[config.mk]
export PLATFORM = sky130hd
export DESIGN_NAME = dlws_ram
export DESIGN_NICKNAME = d
export VERILOG_FILES = /design/src/rtl/dlws_ram.sv
export SDC_FILE = /design/constraint.sdc
export NUM_CORES = 2
export LEC_CHECK = 0
export BUFFER_PORTS_ARGS = -buffer_cell sky130_fd_sc_hd__buf_4
export CAP_MARGIN = 5
export CORE_MARGIN = 8
export CORE_UTILIZATION = 59
export CTS_CLUSTER_DIAMETER = 100
export DETAILED_ROUTE_END_ITERATION = 12
export GPL_TIMING_DRIVEN = 0
export PLACE_DENSITY = 0.71
export SLEW_MARGIN = 20
export SYNTH_ARGS = -nofsm -noshare
export SYNTH_HDL_FRONTEND = slang
export SYNTH_SLANG_ARGS = --single-unit
[constraint.sdc]
create_clock -name clk -period 7.6 [get_ports clk]
set_clock_uncertainty 0.1 [all_clocks]
set_input_delay 2.28 -clock clk [delete_from_list [all_inputs] [get_ports clk]]
set_output_delay 2.28 -clock clk [all_outputs]
set_load 0.1 [all_outputs]
[src/rtl/dlws_ram.sv]
// generic single-port-write ram with registered read
`default_nettype none

module dlws_ram #(
	parameter int unsigned WIDTH = 32,
	parameter int unsigned DEPTH = 64,
	parameter int unsigned AW    = (DEPTH > 1) ? $clog2(DEPTH) : 1
) (
	input  wire logic             clk,
	input  wire logic             we,
	input  wire logic [AW-1:0]    waddr,
	input  wire logic [WIDTH-1:0] wdata,
	input  wire logic             re,
	input  wire logic [AW-1:0]    raddr,
	output logic      [WIDTH-1:0] rdata
);

	logic [WIDTH-1:0] mem [DEPTH];

	always_ff @(posedge clk) begin
		if (we) begin
			mem[waddr] <= wdata;
		end
		if (re) begin
			rdata <= mem[raddr];
		end
	end

endmodule

`default_nettype wire

After elaboration in Yosys (flattened, before gate mapping)

Memory sizes are Yosys's and may differ from the RTL's. A register that Yosys moved wholly into a read port is not among the register bits.
Cells that the tools add are included.

Flip-flop bits (word level): 0
Bits in writable memories: 2,048
Input bits: 47
Output and inout port bits: 32
Word-level logic and storage cells: 3
Memories: 1

Mux-type cells: 2

Memories:

| memory | depth | bits a word | read ports | clocked after memory_dff | wr ports | line | text |
|---|---|---|---|---|---|---|---|
| mem    | 64    | 32          | 1          | 1                        | 1        | 18   | `logic [WIDTH-1:0] mem [DEPTH];` |

Operators with widths:

| kind             | number |
|---|---|
| 2-to-1 mux 1 bit | 2 |

Depth between registers and ports, before layout

Word-level depth: 2
Depth in mapped cells: 10
Gate-level depth less buffers: 5

Worst setup path after synthesis

No wires, ideal clock.

Path type: input -> register
Start point: in waddr[3]
End point: mem mem[48][0] (enable)
Library setup time: 0.461 ns
Data arrival time: 4.979 ns
Data required time: 7.039 ns
Setup slack: 2.060 ns
Stages: 4
Buffers on the path: 1
Cell sequence: clkbuf_1 > nor2b_1 > nand4b_1 > nor3_1

RTL lines:

| element            | line | text |
|---|---|---|
| start: declaration | 11   | `input wire logic [AW-1:0] waddr,` |
| end: declaration   | 18   |  |

Straight into the memory's write port.

==> metrics.txt <==
routed len/inst=41.1 um; Die ar.=0.146 mm^2; GRT Overall Usage=31.6%; clock root buffer=clkbuf_16; Initial Util=59.2%; port bufs=70; # DRC=0; Syn. warnings=0; total nets after synthesis=3371; core footprint=0.133 mm^2; fin. max-slew vios=0; final worst slack=1.19 ns; CTS Hold Bufs=0; Syn Inst Count=3324; Nets=3753; post-CTS setup buffer count=0; P&R area growth vs syn=15.3%; Crit Path Class=in -> reg; initial antenna violation count=15; H-tree levels=4; VDD IR-drop max=0.000243 V; status=completed; relative max-transition margin=13.7%; most common cell after layout, fill and taps aside=edfxtp_1; Die Span Y=382 um; fmax=156 MHz; TritonCTS clock tree=yes; TNS Setup=0 ns; commonest non-fill, non-tap cells in the layout=edfxtp_1 (2080), mux4_2 (544), clkbuf_16 (199); vias in the first global route=39800; share of cells above drive strength 1=30.2%; DR vias=40100; EDFF count, synth=2080; wire length of the first global-routing pass=315 mm; RePlAce Congestion=0.987; Clk Latency, worst-skew pair=0.85 ns; Power per Cell Area=262 mW/mm^2; 1st-iter DRT viols=7290; Startpoint Class=primary input; minimum clock period=6.41 ns; Yosys reg bits=2080; I/O Pins=79; Std-Cell Rows=134; top fanout value on the critical path=10; DP HPWL=148 mm; total wire length=232 mm; Worst Setup End Kind=flop; data arrival time of the critical path=6.85 ns; Synth cell types=33; die extent in x=382 um; Setup violations, final=0; clock slew seen by the registers of the worst setup and hold paths=0.06 ns; Num CTS Buffers=197; Max Root-Sink Buffers=3; HP Class=reg -> reg; register area share after synthesis=79.2%; remaining antenna violation count=0; largest net degree at the start of global routing=65; vias per cell=7.11; RSZ-0062 raised after global routing=no; top_reg_cell synth=edfxtp_1; Hold Vio Cnt, Final=0; Tcrit/Tclk final=84.4%; total grt overflow=0; ys async rst share=0%; Worst Tran Pin Value=1.29 ns; Pre-antenna DRT Iters=7; leakage power=0.0284 uW; Post-Syn Area=0.0788 mm^2; clock sinks=2080; Avg Cell Area, Syn=23.7 um^2; Worst Path Required=8.03 ns; final design utilization=68.3%; worst slack, placed=0.735 ns; # Max-Cap Violations=0; CTS resizes=0
-- worst max-delay path, cell delays in order --
cell,delay (ns)
buf_2,0.40
buf_2,0.44
buf_2,0.36
buf_1,0.94
nand3b_1,0.75
o221ai_1,0.44
a21oi_1,0.19
a21oi_1,0.83
nor2_1,0.19
-- flip-flops by register name, indices dropped and copies added (netlist names) --
signal  flops
rdata      32
mem      2048
-- cell families after synthesis --
logic type / count (synthesis) / share of synthesized area [%]
buffers and inverters: 182 / 1.12
and+or+nand+nor: 223 / 1.26
muxes: 637 / 16.7
DFF: 2080 / 79.2
AOI/OAI and AO/OA: 202 / 1.67
-- synthesized netlist by cell type, types with 15 or more instances --
| cell type | instances | area [um^2] |
|---|---|---|
| o221ai_1 | 27 | 236 |
| buf_2 | 57 | 285 |
| a21oi_1 | 62 | 310 |
| mux4_2 | 544 | 12300 |
| nand2_1 | 26 | 97.6 |
| buf_1 | 21 | 78.8 |
| edfxtp_1 | 2080 | 62500 |
| clkbuf_1 | 74 | 278 |
| mux2i_1 | 93 | 931 |
| buf_4 | 25 | 188 |
| o22ai_1 | 84 | 526 |
| nor2_1 | 137 | 514 |
| nor2b_1 | 15 | 93.8 |
-- final timing paths --
kind	cells after the start	to	slack (ns)	start
worst max-delay path	9	rdata[15]	1.19	raddr[1]
worst min-delay path	4	rdata[17]	0.86	mem[12][17]
worst max register to register	4	rdata[21]	4.55	mem[3][21]
worst min register to register	4	rdata[17]	0.86	mem[12][17]
-- metal layers --
metal / routed length, um / vias to the layer above / global-route usage, %
li1: - / 15100 / -
met1: 78500 / 21100 / 41.3
met2: 108000 / 3342 / 48.9
met3: 31700 / 640 / 9.63
met4: 14200 / 6 / 15.6
met5: 41 / - / 0
-- metrics by stage --
| step | hold slack (ns) | total power [uW] | cells | cell area [um^2] |
|---|---|---|---|---|
| 2_1_floorplan | 0.650 | 13700 | 3324 | 78800 |
| 3_3_place_gp | 0.850 | 14300 | 5162 | 81600 |
| 3_5_place_dp | 0.855 | 14400 | 5275 | 84600 |
| 4_1_cts | 0.871 | 23800 | 5635 | 90900 |
| 5_1_grt | 0.952 | 24300 | 5635 | 90900 |
| 6_report | 0.861 | 23800 | 5645 | 90900 |
-- cell type report --
type | instances | area, um^2
diodes | 10 | 25.0
plain buffers | 182 | 910
clock buffers | 248 | 5160
clock inverters | 112 | 1100
fillers | 7837 | 42200
multi-input cells | 1062 | 16000
flip-flops and latches | 2080 | 62500
well taps | 1768 | 2210
repair buffers | 183 | 3060
-- where the power goes --
part | switching, uW | leakage (uW) | total, uW | internal, uW
clock | 4230 | 0.00304 | 9590 | 5360
sequential | 30.4 | 0.0187 | 12800 | 12700
combinational | 1020 | 0.00661 | 1460 | 444
total | 5280 | 0.0284 | 23800 | 18500
Note: power is estimated with default switching activity, not from simulation.
